## config.mk

```make
export PLATFORM = sky130hd
export DESIGN_NAME = circular_deque_core_flat
export DESIGN_NICKNAME = d
export VERILOG_FILES = /design/src/hdl/cdq_pkg.sv /design/src/hdl/cdq_ifs.sv /design/src/hdl/cdq_cell.sv /design/src/hdl/circular_deque_core.sv /design/src/flat_wrapper.sv
export SDC_FILE = /design/constraint.sdc
export NUM_CORES = 1
export LEC_CHECK = 0
export BUFFER_PORTS_ARGS = -buffer_cell sky130_fd_sc_hd__buf_2
export CAP_MARGIN = 25
export CORE_ASPECT_RATIO = 0.75
export CORE_UTILIZATION = 40
export CTS_BUF_LIST = sky130_fd_sc_hd__clkbuf_4
export CTS_CLUSTER_DIAMETER = 80
export CTS_CLUSTER_SIZE = 25
export DETAILED_ROUTE_END_ITERATION = 16
export GPL_TIMING_DRIVEN = 0
export SYNTH_ARGS = -nofsm -noshare
export SYNTH_HDL_FRONTEND = slang
export SYNTH_SLANG_ARGS = --single-unit
```

## constraint.sdc

```tcl
create_clock -name clk -period 13.3 [get_ports clk]
set_clock_uncertainty 0.15 [all_clocks]
set_input_delay 0.665 -clock clk [delete_from_list [all_inputs] [get_ports clk]]
set_output_delay 0.665 -clock clk [all_outputs]
set_load 0.01 [all_outputs]
```

## src/hdl/cdq_pkg.sv

```systemverilog
// Shared types and constants for the circular deque core.
// No dependencies; compile first.
`default_nettype none

package cdq_pkg;

	// Queue capacity in entries
	localparam int unsigned DEPTH = 8;
	localparam int unsigned DATA_W = 32;

	typedef enum logic [1:0] {
		FUNC_PUSH_FRONT = 2'd0,
		FUNC_PUSH_REAR  = 2'd1,
		FUNC_POP_FRONT  = 2'd2,
		FUNC_POP_REAR   = 2'd3
	} func_t;

	typedef enum logic [1:0] {
		ST_DONE     = 2'd0,
		ST_OVERFLOW = 2'd1,
		ST_EMPTY    = 2'd2
	} status_t;

	typedef enum logic [2:0] {
		CMD_HOLD       = 3'd0,
		CMD_PUSH_FRONT = 3'd1,
		CMD_PUSH_REAR  = 3'd2,
		CMD_POP_FRONT  = 3'd3,
		CMD_POP_REAR   = 3'd4
	} cell_cmd_t;

	// What one cell shows its neighbors
	typedef struct packed {
		logic              valid;
		logic [DATA_W-1:0] data;
	} cell_link_t;

endpackage

`default_nettype wire

```

## src/hdl/cdq_ifs.sv

```systemverilog
// Request and response channel interfaces of the circular deque core.
// Depends on cdq_pkg.
`default_nettype none

interface cdq_req_if import cdq_pkg::*; ();
	logic               valid;
	logic               ready;
	func_t              func;
	logic signed [31:0] push_value;

	modport source (output valid, func, push_value, input ready);
	modport sink (input valid, func, push_value, output ready);
endinterface

interface cdq_rsp_if import cdq_pkg::*; ();
	logic               valid;
	logic               ready;
	logic signed [31:0] pop_value;
	status_t            status;

	modport source (output valid, pop_value, status, input ready);
	modport sink (input valid, pop_value, status, output ready);
endinterface

`default_nettype wire

```

## src/hdl/cdq_cell.sv

```systemverilog
// One storage cell of the deque shift chain: holds one value and its valid bit.
// Depends on cdq_pkg.
`default_nettype none

module cdq_cell
	import cdq_pkg::*;
(
	input  wire logic              clk,
	input  wire logic              arst_n,
	input  wire cell_cmd_t         cmd,
	input  wire logic [DATA_W-1:0] push_value,
	input  wire cell_link_t        left,
	input  wire cell_link_t        right,
	output cell_link_t             cur,
	output logic      [DATA_W-1:0] tap
);

	logic              valid_q;
	logic [DATA_W-1:0] data_q;
	logic              is_last;
	cell_link_t        nxt;

	assign is_last = valid_q && !right.valid;
	assign cur     = '{valid: valid_q, data: data_q};
	assign tap     = is_last ? data_q : '0;

	always_comb begin
		nxt = cur;
		unique case (cmd)
			CMD_HOLD: begin
				nxt = cur;
			end
			CMD_PUSH_FRONT: begin
				nxt = left;
			end
			CMD_PUSH_REAR: begin
				// first free cell takes the value
				if (left.valid && !valid_q) begin
					nxt = '{valid: 1'b1, data: push_value};
				end
			end
			CMD_POP_FRONT: begin
				nxt = right;
			end
			CMD_POP_REAR: begin
				if (is_last) begin
					nxt.valid = 1'b0;
				end
			end
			default: begin
				nxt = cur;
			end
		endcase
	end

	always_ff @(posedge clk or negedge arst_n) begin
		if (!arst_n) begin
			valid_q <= 1'b0;
		end else begin
			valid_q <= nxt.valid;
		end
	end

	always_ff @(posedge clk) begin
		data_q <= nxt.data;
	end

endmodule

`default_nettype wire

```

## src/hdl/circular_deque_core.sv

```systemverilog
// Circular deque core: a double-ended queue of DEPTH signed 32-bit values with
// one request and one response per operation. The queue is a packed row of
// DEPTH cells: the front value sits in cell 0 and the rear in the last valid
// cell. Push front and pop front shift the whole row by one cell; push rear
// and pop rear touch only the cell at the boundary between valid and free
// cells. Every request completes when it is accepted and its response is
// registered, so the block takes one request per clock while the response
// side keeps up; a stalled response holds further requests. Full and empty
// come from the valid bits at the two ends of the row. Pushes onto a full
// queue report overflow, pops from an empty queue report empty; both leave
// the contents unchanged and return a zero pop_value.
// Depends on cdq_pkg, cdq_ifs and cdq_cell.
`default_nettype none

module circular_deque_core
	import cdq_pkg::*;
(
	input  wire logic  clk,
	input  wire logic  arst_n,
	cdq_req_if.sink    req,
	cdq_rsp_if.source  rsp
);

	cell_link_t        cur_lnk   [DEPTH];
	cell_link_t        left_lnk  [DEPTH];
	cell_link_t        right_lnk [DEPTH];
	logic [DATA_W-1:0] tap       [DEPTH];

	cell_cmd_t         cmd;
	logic              accept;
	logic              full;
	logic              empty;
	logic [DATA_W-1:0] rear_value;
	logic [DATA_W-1:0] res_value;
	status_t           res_status;

	logic              rsp_valid_q;
	logic [DATA_W-1:0] pop_value_q;
	status_t           status_q;

	assign full   = cur_lnk[DEPTH-1].valid;
	assign empty  = !cur_lnk[0].valid;
	assign req.ready = !rsp_valid_q || rsp.ready;
	assign accept = req.valid && req.ready;

	// neighbor wiring: the row is open at both ends
	always_comb begin
		for (int i = 0; i < DEPTH; i++) begin
			if (i == 0) begin
				left_lnk[i] = '{valid: 1'b1, data: req.push_value};
			end else begin
				left_lnk[i] = cur_lnk[i-1];
			end
			if (i == DEPTH - 1) begin
				right_lnk[i] = '{valid: 1'b0, data: '0};
			end else begin
				right_lnk[i] = cur_lnk[i+1];
			end
		end
	end

	// only the last valid cell drives its tap
	always_comb begin
		rear_value = '0;
		for (int i = 0; i < DEPTH; i++) begin
			rear_value = rear_value | tap[i];
		end
	end

	always_comb begin
		cmd        = CMD_HOLD;
		res_value  = '0;
		res_status = ST_DONE;
		unique case (req.func)
			FUNC_PUSH_FRONT: begin
				if (full) begin
					res_status = ST_OVERFLOW;
				end else begin
					cmd = CMD_PUSH_FRONT;
				end
			end
			FUNC_PUSH_REAR: begin
				if (full) begin
					res_status = ST_OVERFLOW;
				end else begin
					cmd = CMD_PUSH_REAR;
				end
			end
			FUNC_POP_FRONT: begin
				if (empty) begin
					res_status = ST_EMPTY;
				end else begin
					cmd       = CMD_POP_FRONT;
					res_value = cur_lnk[0].data;
				end
			end
			FUNC_POP_REAR: begin
				if (empty) begin
					res_status = ST_EMPTY;
				end else begin
					cmd       = CMD_POP_REAR;
					res_value = rear_value;
				end
			end
			default: begin
				cmd = CMD_HOLD;
			end
		endcase
		// hold the row unless a request is taken
		if (!accept) begin
			cmd = CMD_HOLD;
		end
	end

	for (genvar g = 0; g < DEPTH; g++) begin : g_cell
		cdq_cell u_cell (
			.clk        (clk),
			.arst_n     (arst_n),
			.cmd        (cmd),
			.push_value (req.push_value),
			.left       (left_lnk[g]),
			.right      (right_lnk[g]),
			.cur        (cur_lnk[g]),
			.tap        (tap[g])
		);
	end

	always_ff @(posedge clk or negedge arst_n) begin
		if (!arst_n) begin
			rsp_valid_q <= 1'b0;
		end else if (accept) begin
			rsp_valid_q <= 1'b1;
		end else if (rsp.ready) begin
			rsp_valid_q <= 1'b0;
		end
	end

	always_ff @(posedge clk) begin
		if (accept) begin
			pop_value_q <= res_value;
			status_q    <= res_status;
		end
	end

	assign rsp.valid     = rsp_valid_q;
	assign rsp.pop_value = pop_value_q;
	assign rsp.status    = status_q;

endmodule

`default_nettype wire

```

## src/flat_wrapper.sv

```systemverilog
// flat-port wrapper written by rule: the top's interface ports become plain ports
module circular_deque_core_flat import cdq_pkg::*;
  (clk, arst_n, req_valid, req_func, req_push_value, req_ready, rsp_valid, rsp_pop_value, rsp_status, rsp_ready);
  cdq_req_if req_i ();
  cdq_rsp_if rsp_i ();
  input  wire logic clk;
  input  wire logic arst_n;
  input wire logic [$bits(req_i.valid)-1:0] req_valid;
  input wire logic [$bits(req_i.func)-1:0] req_func;
  input wire logic [$bits(req_i.push_value)-1:0] req_push_value;
  output wire logic [$bits(req_i.ready)-1:0] req_ready;
  output wire logic [$bits(rsp_i.valid)-1:0] rsp_valid;
  output wire logic [$bits(rsp_i.pop_value)-1:0] rsp_pop_value;
  output wire logic [$bits(rsp_i.status)-1:0] rsp_status;
  input wire logic [$bits(rsp_i.ready)-1:0] rsp_ready;
  assign req_i.valid = req_valid;
  assign req_i.func = req_func;
  assign req_i.push_value = req_push_value;
  assign req_ready = req_i.ready;
  assign rsp_valid = rsp_i.valid;
  assign rsp_pop_value = rsp_i.pop_value;
  assign rsp_status = rsp_i.status;
  assign rsp_i.ready = rsp_ready;
  circular_deque_core u_core (.clk(clk), .arst_n(arst_n), .req(req_i), .rsp(rsp_i));
endmodule
```

==> results of run 1 <==
area by class of cell:
class / instances / area (um2) / share of cell area, %
well taps: 465 / 582 / 3.60
flip-flops and latches: 299 / 8930 / 55.3
multi-input cells: 648 / 5070 / 31.3
diodes: 3 / 7.51 / 0.0464
clock inverters: 7 / 76.3 / 0.472
plain buffers: 132 / 681 / 4.21
repair buffers: 91 / 674 / 4.17
clock buffers: 17 / 128 / 0.790
inverters: 4 / 15.0 / 0.0929
where the power goes:
part           internal (mW)  total, mW  switching (mW)
logic                 0.0265     0.0748          0.0483
registers               1.03       1.03         0.00251
clock network         0.0702      0.387           0.317
total                   1.12       1.49           0.368
worst max-delay path, cell delays in order, from the launching register on:
cell and delay, ns:
dfrtp_1 0.42, clkbuf_1 0.27, nor2b_1 0.88, clkbuf_1 0.56, buf_1 0.83, nand2_1 0.22, a21oi_4 0.67, buf_12 0.28
kinds of logic (layout without fill, tap and decap cells):
logic type	Yosys count	in the layout
AO/OA/AOI/OAI	379	379
flip-flops	299	299
AND/OR/NAND/NOR	237	237
buffers and inverters	136	251
multiplexers	32	32
other	0	3
placed cells by master (no fill, tap or decap), types with 6 or more instances in the layout:
| cell | instances |
|---|---|
| buf_2 | 122 |
| a21oi_1 | 13 |
| nor2b_1 | 7 |
| nand2_1 | 88 |
| a22o_1 | 36 |
| clkbuf_4 | 17 |
| a21o_1 | 37 |
| o21ai_0 | 44 |
| nor4b_1 | 8 |
| dfrtp_1 | 9 |
| nand3b_1 | 60 |
| edfxtp_1 | 290 |
| a21oi_4 | 6 |
| buf_6 | 16 |
| a221o_1 | 192 |
| and2_1 | 33 |
| a22oi_1 | 8 |
| clkbuf_1 | 61 |
| mux2_2 | 29 |
| dlygate4sd3_1 | 6 |
| a211oi_1 | 21 |
| nand4_1 | 24 |
layer usage:
metal	global-route usage [%]	share of wire [%]	routed length, um
met2	39.9	43	22500
met3	7.58	13	7050
met5	0	0	0
met1	41.2	41	21800
met4	7.95	2.8	1500
registers in the layout, summed over array words and instances (netlist names):
| name | count |
|---|---|
| u_core.g_cell.u_cell.data_q | 256 |
| u_core.rsp.pop_value | 32 |
| u_core.g_cell.u_cell.valid_q | 8 |
| u_core.rsp.status | 2 |
| u_core.rsp.valid | 1 |
timing repair:
| action | CTS | global route |
|---|---|---|
| hold buffers | 5 | 1 |
| endpoints found under the hold margin | 13 | 1 |
| setup buffers | 0 | 0 |
worst max path at each step:
stage	to	slack, ns	depth (start not counted)
2_1_floorplan	u_core.g_cell[0].u_cell.data_q[0]$_DFFE_PP_	8.74	5
3_3_place_gp	u_core.g_cell[0].u_cell.data_q[22]$_DFFE_PP_	5.21	6
3_5_place_dp	u_core.g_cell[2].u_cell.data_q[12]$_DFFE_PP_	8.60	7
6_report	u_core.g_cell[2].u_cell.data_q[12]$_DFFE_PP_	8.68	7
5_1_grt	u_core.g_cell[2].u_cell.data_q[10]$_DFFE_PP_	8.78	7
4_1_cts	u_core.g_cell[2].u_cell.data_q[12]$_DFFE_PP_	8.56	7
==> results by group, run 1 <==
Die
  – DIE AREA: between 30,000 and 40,000 um2
  – Die W: 223 um
  – Die height: 167 um
  – Initial Utilization: between 40% and 50%
  – I/O Pins: 74
  – Core outline area: 35,900 um2
  – Row cnt: 60

Hold path
  – Min-Delay Path Class: primary input to flop
  – HP Start: req_push_value[6]
  – Hold Path Stages: 2
  – Hold Path End: u_core.g_cell[0].u_cell.data_q[6]$_DFFE_PP_

CTS
  – CTS tree: yes
  – TritonCTS Sinks: approximately 300
  – Clock Pin Slew Worst Setup and Hold Paths: 0.26 ns
  – Htree depth: 1
  – CTS max path bufs: 3
  – Cts repair resizes: 0
  – Worst-Skew Late Latency: ~0.8 ns
  – Clock tree root buffer cell: clkbuf_4
  – Number of buffers created by CTS: 17

Synth
  – Yosys reg bits: around 300
  – Synth unique cells: 43
  – Count leader, synth: edfxtp_1
  – Gate Count Post-Synth: about 1,100
  – Synth top area cells: edfxtp_1 (60%), a221o_1 (13%), nand3b_1 (3.1%)
  – Synth cell count leaders: edfxtp_1 (290), a221o_1 (192), nand2_1 (88)
  – Post-Syn Nets: roughly 1,100
  – Simple-Gate Fraction of Synth Area: under 10%
  – Post-synthesis mux area share: ~2.5%
  – Synth top area share: between 50% and 60%
  – Post-synthesis xor/xnor area fraction: 0%
  – Adder-cell share of the synthesized area: 0%
  – Synthesized area per cell: around 13 um2
  – Synth Area in Compound Gates: between 20% and 30%
  – Syn Std Cell Area: ~15,000 um2
  – FFs w/ async S/R, synth: under 10%
  – Sequential share of the synthesized area: ~60%
  – Synth Flop Type: edfxtp_1
  – YS warnings: 0
  – Post-synth EDFFs: 290
  – Top cell type by total area after synthesis: edfxtp_1
  – Largest family of logic cells by synthesized area: compound AO/OA/AOI/OAI gates

Timing
  – Setup TNS: 0 ns
  – Final worst slack: approximately 8.7 ns
  – Fin crit share: roughly a third
  – Worst hold slack: roughly 0.02 ns
  – Final min period: ~4.6 ns
  – Final count of hold timing violations: 0
  – Final setup viols: 0
  – Final Slew Violations: 0
  – Unrepaired setup endpoints after global routing: false
  – Max_slew headroom: between 10% and 20%
  – Slew @ Worst Pin: about 1.2 ns
  – Max Fclk: approximately 220 MHz

Setup path
  – CP Max Fanout: 19
  – Worst setup path category: flop to flop
  – R2R cell count: 7
  – R2r startpoint: u_core.g_cell[2].u_cell.valid_q$_DFFE_PN0P_
  – CP Data Required Time: around 14 ns
  – CP Launch Type: flop
  – CP endpoint kind: flop
  – Worst Setup SP: u_core.g_cell[2].u_cell.valid_q$_DFFE_PN0P_
  – Register-to-Register Setup Slack: roughly 8.7 ns
  – Reg2Reg Capture Point: u_core.g_cell[2].u_cell.data_q[12]$_DFFE_PP_
  – Crit path DAT: about 5 ns

GRT
  – Tot GR Track Use: roughly 28%
  – Number of global-route vias before repair: between 10,000 and 15,000
  – First-pass GRT wire length: roughly 76,000 um
  – Initial antenna violation count: 2
  – Pin count of the biggest net entering global routing: 36
  – Global route total overflow: 0

Route
  – Via density per instance: around 6.8
  – Number of detailed-route iterations in the first pass: 6
  – Remaining DRCs: 0
  – Vias: roughly 11,000
  – Final WL: ~53,000 um
  – WL per Instance: ~32 um
  – Post-detailed-route count of antenna-violating nets: 0
  – Initial DRC count: 1,900

Place
  – Input/output buffers: 72
  – Worst slack, placed: between 8 and 9 ns
  – DP Wirelength: 33,700 um
  – Dpl cells: 1,631
  – Gpl congestion: roughly 0.9
  – Placed Area: roughly 16,000 um2

Outcome
  – Status: finished clean

Layout
  – Fin nets: 1,231
  – Post-Layout Cell Count: 1,666
  – Area grow syn2layout: 10.6%
  – Final non-filler cell area: between 15,000 and 20,000 um2
  – Final core utilization: 45.0%
  – Layout cells sized above 1: 18.7%
  – Fillers: 3,314

Power and ir drop
  – VDD IR-drop max: roughly 0.055 mV
  – Total power: roughly 1.5 mW
  – Leak Pwr: between 5 and 6 nW
  – Pwr/cell area: 92.2 nW/um2

Flow run
  – Max_cap viols: 0
Note: power is estimated with default switching activity, not from simulation.
==> inputs of run 2 (changes only) <==
==> constraint.sdc (replaced) <==
create_clock -name clk -period 4.8 [get_ports clk]
set_clock_uncertainty 0.15 [all_clocks]
set_input_delay 0.24 -clock clk [delete_from_list [all_inputs] [get_ports clk]]
set_output_delay 0.24 -clock clk [all_outputs]
set_load 0.01 [all_outputs]
==> results by group, run 2 (synthesized netlist as in run 1, its figures left out) <==
Outcome
  – Status: finished clean

GRT
  – Number of global-route vias before repair: 10,900 (+1.4%)
  – First-pass GRT wire length: 76,000 um (+0.60%)
  – Tot GR Track Use: 28.0% (+0.12 points)
  – Initial antenna violation count: 2 (unchanged)
  – Global route total overflow: 0 (unchanged)
  – Pin count of the biggest net entering global routing: 36 (unchanged)

Power and ir drop
  – Sw Ratio: 24.8% (+0.061 points)
  – Total power: 4.16 mW (+180%)
  – Pint: 3.13 mW (+180%)
  – Pwr/cell area: 252 nW/um2 (+170%)
  – Logic pwr share: 5.5% (+0.5 points)
  – Sequential share of power: 68.5% (-0.5 points)
  – Clock network fraction of total power: 25.9% (about the same)
  – Leak Pwr: 5.72 nW (+2.7%)
  – Net switching power: 1.03 mW (+180%)
  – VDD IR-drop max: 0.159 mV (+190%)

Setup path
  – CP top delay family: buffers and inverters
  – Crit path DAT: 4.97 ns (about the same)
  – Reg2Reg Capture Point: u_core.g_cell[2].u_cell.data_q[12]$_DFFE_PP_
  – CP Launch Type: flop
  – Buf/Inv on CP: 4 (unchanged)
  – Worst setup path category: flop to flop
  – CP Max Fanout: 19 (unchanged)
  – Register-to-Register Setup Slack: 0.17 ns (-8.51 ns)
  – Worst Setup SP: u_core.g_cell[2].u_cell.valid_q$_DFFE_PN0P_
  – CP endpoint kind: flop
  – Crit path to: u_core.g_cell[2].u_cell.data_q[12]$_DFFE_PP_
  – CP Depth: 7 (unchanged)
  – CP Data Required Time: 5.14 ns (-8.51 ns)
  – R2r startpoint: u_core.g_cell[2].u_cell.valid_q$_DFFE_PN0P_
  – R2R cell count: 7 (unchanged)
  – Crit path cell chain: clkbuf_1, nor2b_1, clkbuf_1, buf_1, nand2_1, a21oi_4, buf_12
  – Slowest cell on crit path: nor2b_1
  – Cell mode on critical path: clkbuf_1
  – Crit-path max cell delay: 0.90 ns (+0.02 ns)

Place
  – Dpl cells: 1,631 (unchanged)
  – Worst slack, placed: 0.103 ns (-8.50 ns)
  – DP Wirelength: 33,700 um (unchanged)
  – Input/output buffers: 72 (unchanged)
  – Gpl congestion: 0.908 (unchanged)

CTS
  – Htree depth: 1 (unchanged)
  – CTS max path bufs: 3 (unchanged)
  – CTS tree: yes
  – TritonCTS Sinks: 299 (unchanged)
  – Clock tree root buffer cell: clkbuf_4
  – Worst-Skew Late Latency: 0.79 ns (about the same)
  – Number of buffers created by CTS: 17 (unchanged)
  – Clock Pin Slew Worst Setup and Hold Paths: 0.27 ns (about the same)

Die
  – I/O Pins: 74 (unchanged)
  – DIE AREA: 37,300 um2 (unchanged)
  – Die W: 223 um (unchanged)
  – Die height: 167 um (unchanged)
  – Core outline area: 35,900 um2 (unchanged)
  – Row cnt: 60 (unchanged)
  – Initial Utilization: 40.7% (unchanged)

Route
  – Initial DRC count: 2,009 (+5.7%)
  – Number of detailed-route iterations in the first pass: 6 (unchanged)
  – Post-detailed-route count of antenna-violating nets: 0 (unchanged)
  – WL per Instance: 31.1 um (-1.9%)
  – Final WL: 52,900 um (+0.19%)
  – Remaining DRCs: 0 (unchanged)
  – Vias: 11,600 (+1.6%)
  – Via density per instance: 6.81 (-0.54%)

Layout
  – Commonest non-fill, non-tap cell in the layout: edfxtp_1
  – Area grow syn2layout: 13.1%
  – Max FFs per register: 256 (unchanged)
  – Fillers: 3,295 (-0.57%)
  – Layout cells sized above 1: 18.2% (-0.53 points)
  – Fin nets: 1,266 (+2.8%)
  – Top reg by flops: u_core.g_cell.u_cell.data_q
  – Most frequent cells in the layout: edfxtp_1 (290), a221o_1 (192), buf_2 (122)
  – Post-Layout Cell Count: 1,702 (+2.2%)
  – Final core utilization: 46.0% (+0.98 points)

Timing
  – Slew @ Worst Pin: 1.20 ns (-0.00435 ns)
  – Final worst slack: 0.170 ns (-8.51 ns)
  – Max_slew headroom: 20.0% (+0.29 points)
  – Final min period: 4.63 ns (+0.0129 ns)
  – Final Slew Violations: 0 (unchanged)
  – Max Fclk: 216 MHz (-0.28%)
  – Final count of hold timing violations: 0 (unchanged)
  – Fin crit share: 96.4% (+62 points)
  – Final setup viols: 0 (unchanged)
  – Worst hold slack: 0.126 ns (+0.106 ns)
  – Unrepaired setup endpoints after global routing: false

Hold path
  – Min-Delay Path Class: primary input to flop

Flow run
  – Max_cap viols: 0 (unchanged)
## run 2: cell types whose count changed in the layout (fill, tap and decap cells not counted), sizes merged
cell and change:
dlygate4sd3 +35, diode +1
## run 2: how the worst min path moves through the flow
stage,cells after the start,end,startpoint,slack [ns]
after global placement,1,u_core.rsp.valid$_DFFE_PN0P_,arst_n,-0.03
final,3,u_core.g_cell[0].u_cell.data_q[14]$_DFFE_PP_,req_push_value[14],0.13
after floorplan,0,u_core.g_cell[0].u_cell.valid_q$_DFFE_PN0P_,arst_n,-0.21
after global routing,3,u_core.g_cell[0].u_cell.data_q[6]$_DFFE_PP_,req_push_value[6],0.13
after detailed placement,1,u_core.rsp.valid$_DFFE_PN0P_,arst_n,-0.04
after CTS,3,u_core.g_cell[0].u_cell.data_q[18]$_DFFE_PP_,req_push_value[18],0.11
## run 2: power groups by stage
| stage | combinational (mW) | clock, mW | sequential [mW] |
|---|---|---|---|
| 3_3_place_gp | 0.189 | 0 | 2.90 |
| 3_5_place_dp | 0.197 | 0 | 2.90 |
| 4_1_cts | 0.223 | 1.08 | 2.85 |
| 5_1_grt | 0.240 | 1.16 | 2.85 |
| 2_1_floorplan | 0.0932 | 0 | 2.91 |
| 6_report | 0.230 | 1.08 | 2.85 |
## run 2: layer usage
layer | wire [um] | share of wire [%] | vias to the layer above | GRT usage, %
li1 | - | - | 4764 | -
met1 | 21900 | 41 | 5817 | 41.5
met2 | 22500 | 43 | 901 | 40.1
met3 | 6980 | 13 | 103 | 7.44
met4 | 1530 | 2.9 | 0 | 7.98
met5 | 0 | 0 | - | 0
## run 2: stage by stage
stage / TNS [ns] / area, um2
2_1_floorplan: 0 / 14600
3_3_place_gp: -354.50 / 15500
3_5_place_dp: 0 / 15900
4_1_cts: 0 / 16500
5_1_grt: 0 / 16500
6_report: 0 / 16500
## run 2: repair_timing
action	in CTS	in global routing
resized for setup	0	0
endpoints found under the hold margin	266	0
hold buffers	41	0
endpoints found under the setup margin	0	0
buffers inserted	0	0
## run 2: worst reg2reg max path, delay by kind of cell (launching register included)
family                 cells  cell delay (ns)
AO/OA/AOI/OAI              1             0.67
flip-flops                 1             0.42
buffers and inverters      4             1.95
AND/OR/NAND/NOR            2             1.13
## run 2: final cells by class
type | instances | area [um2] | share of cell area [%]
multi-input cells | 648 | 5070 | 30.7
plain buffers | 132 | 681 | 4.12
diodes | 4 | 10.0 | 0.0606
repair buffers | 126 | 1020 | 6.20
inverters | 4 | 15.0 | 0.0909
clock inverters | 7 | 76.3 | 0.462
flip-flops and latches | 299 | 8930 | 54.1
well taps | 465 | 582 | 3.52
clock buffers | 17 | 128 | 0.773
==> inputs of run 3 (changes only) <==
==> constraint.sdc (replaced) <==
create_clock -name clk -period 5.85 [get_ports clk]
set_clock_uncertainty 0.15 [all_clocks]
set_input_delay 0.2925 -clock clk [delete_from_list [all_inputs] [get_ports clk]]
set_output_delay 0.2925 -clock clk [all_outputs]
set_load 0.01 [all_outputs]
==> results by group, run 3 (synthesized netlist as in run 1, its figures left out) <==
Power and ir drop
  – Leak Pwr: 5.71 nW (-0.18%)
  – Pwr/cell area: 206 nW/um2 (-18%)
  – Pint: 2.56 mW (-18%)
  – Net switching power: 838 uW (-19%)
  – Clock network fraction of total power: 25.8% (about the same)
  – VDD IR-drop max: 0.129 mV (-19%)
  – Logic pwr share: 5.5% (about the same)
  – Sw Ratio: 24.6% (-0.13 points)
  – Sequential share of power: 68.7% (+0.2 points)

Layout
  – Layout cells sized above 1: 18.2% (+0.030 points)
  – Max FFs per register: 256 (unchanged)
  – Most frequent cells in the layout: edfxtp_1 (290), a221o_1 (192), buf_2 (122)
  – Area grow syn2layout: 12.9%
  – Commonest non-fill, non-tap cell in the layout: edfxtp_1
  – Fin nets: 1,264 (-0.16%)
  – Top reg by flops: u_core.g_cell.u_cell.data_q
  – Fillers: 3,295 (unchanged)
  – Final non-filler cell area: 16,500 um2 (-0.12%)

CTS
  – CTS max path bufs: 3 (unchanged)
  – CTS tree: yes
  – Htree depth: 1 (unchanged)
  – Worst-Skew Late Latency: 0.78 ns (about the same)
  – Number of buffers created by CTS: 17 (unchanged)
  – Clock Pin Slew Worst Setup and Hold Paths: 0.27 ns (about the same)
  – Clock tree root buffer cell: clkbuf_4
  – TritonCTS Sinks: 299 (unchanged)

Timing
  – Worst hold slack: 0.0408 ns (-0.0849 ns)
  – Final setup viols: 0 (unchanged)
  – Final Slew Violations: 0 (unchanged)
  – Max Fclk: 219 MHz (+1.2%)
  – Final count of hold timing violations: 0 (unchanged)
  – Final min period: 4.57 ns (-0.0553 ns)
  – Unrepaired setup endpoints after global routing: false
  – Slew @ Worst Pin: 1.20 ns (+0.00274 ns)
  – Max_slew headroom: 19.8% (-0.18 points)
  – Fin crit share: 78.2% (-18 points)

Place
  – Input/output buffers: 72 (unchanged)
  – Gpl congestion: 0.908 (unchanged)
  – DP Wirelength: 33,700 um (unchanged)
  – Placed Area: 15,900 um2 (unchanged)

GRT
  – Tot GR Track Use: 28.0% (about the same)
  – Global route total overflow: 0 (unchanged)
  – Pin count of the biggest net entering global routing: 36 (unchanged)
  – Initial antenna violation count: 2 (unchanged)
  – Number of global-route vias before repair: 10,900 (-0.11%)
  – First-pass GRT wire length: 76,000 um (about the same)

Route
  – WL per Instance: 31.1 um (about the same)
  – Initial DRC count: 2,057 (+2.4%)
  – Number of detailed-route iterations in the first pass: 5 (-1)
  – Vias: 11,500 (-0.70%)
  – Via density per instance: 6.77 (-0.58%)
  – Final WL: 52,900 um (about the same)
  – Post-detailed-route count of antenna-violating nets: 0 (unchanged)
  – Remaining DRCs: 0 (unchanged)

Hold path
  – Min-Delay Path Class: primary input to flop

Setup path
  – CP Launch Type: flop
  – Register-to-Register Setup Slack: 1.28 ns (+1.11 ns)
  – CP endpoint kind: flop
  – Worst setup path category: flop to flop
  – Crit path DAT: 4.91 ns (-0.06 ns)
  – CP Data Required Time: 6.19 ns (+1.05 ns)
  – CP Max Fanout: 19 (unchanged)

Die
  – Die W: 223 um (unchanged)
  – I/O Pins: 74 (unchanged)
  – Core outline area: 35,900 um2 (unchanged)
  – Row cnt: 60 (unchanged)
  – Die height: 167 um (unchanged)
  – Initial Utilization: 40.7% (unchanged)
  – DIE AREA: 37,300 um2 (unchanged)

Flow run
  – Max_cap viols: 0 (unchanged)

Outcome
  – Status: finished clean
==> run 3: power groups by stage <==
stage	registers [mW]	logic, mW	clock network [mW]
6_report	2.34	0.187	0.879
5_1_grt	2.34	0.196	0.953
4_1_cts	2.34	0.182	0.889
3_5_place_dp	2.38	0.161	0
3_3_place_gp	2.38	0.155	0
2_1_floorplan	2.39	0.0764	0
==> run 3: repair_timing <==
action,in CTS,in global routing
buffers inserted,0,0
hold endpoints to repair,262,0
gates resized for setup,0,0
hold buffers,39,0
==> run 3: layout make-up <==
cell class                      instances  area [um2]  share of cell area [%]
Sequential cell                       299        8930                    54.2
Multi-Input combinational cell        648        5070                    30.7
Timing Repair Buffer                  124        1000                    6.09
Buffer                                132         681                    4.13
Tap cell                              465         582                    3.53
Clock buffer                           17         128                   0.774
Clock inverter                          7        76.3                   0.463
Inverter                                4        15.0                  0.0910
Antenna cell                            4        10.0                  0.0607
==> run 3: layer usage <==
metal  share of wire, %  vias up  global-route usage [%]
met1                 42     5789                    41.4
met4                2.7        0                    7.98
li1                   -     4760                       -
met2                 43      865                    40.1
met3                 13       90                    7.55
met5                  0        -                       0
==> run 3: final timing paths <==
check	start	end	cells past startpoint
min in group asynchronous	arst_n	u_core.rsp.valid$_DFFE_PN0P_	3
hold reg to reg	u_core.g_cell[7].u_cell.data_q[27]$_DFFE_PP_	u_core.g_cell[6].u_cell.data_q[27]$_DFFE_PP_	1
setup / recovery	u_core.g_cell[2].u_cell.valid_q$_DFFE_PN0P_	u_core.g_cell[2].u_cell.data_q[12]$_DFFE_PP_	7
max in group asynchronous	arst_n	u_core.g_cell[4].u_cell.valid_q$_DFFE_PN0P_	3
hold / removal	rsp_ready	u_core.g_cell[2].u_cell.valid_q$_DFFE_PN0P_	5
setup reg to reg	u_core.g_cell[2].u_cell.valid_q$_DFFE_PN0P_	u_core.g_cell[2].u_cell.data_q[12]$_DFFE_PP_	7
==> run 3: worst max-delay path, cell delays in order, from the launching register on <==
cell and delay (ns):
dfrtp_1 0.42, clkbuf_1 0.26, nor2b_1 0.88, clkbuf_1 0.56, buf_1 0.81, nand2_1 0.22
a21oi_4 0.66, buf_12 0.29
==> run 3: per-stage QoR <==
| step | setup WS [ns] | cells | util [%] | TNS (ns) | power [mW] |
|---|---|---|---|---|---|
| final | 1.28 | 1700 | 46.0 | 0 | 3.40 |
| after detailed placement | 1.15 | 1631 | 44.2 | 0 | 2.54 |
| after CTS | 1.11 | 1694 | 45.9 | 0 | 3.41 |
| after global placement | -1.97 | 1620 | 43.3 | -135.25 | 2.54 |
| after global routing | 1.33 | 1698 | 46.0 | 0 | 3.49 |
| after floorplan | 1.57 | 1083 | - | 0 | 2.46 |
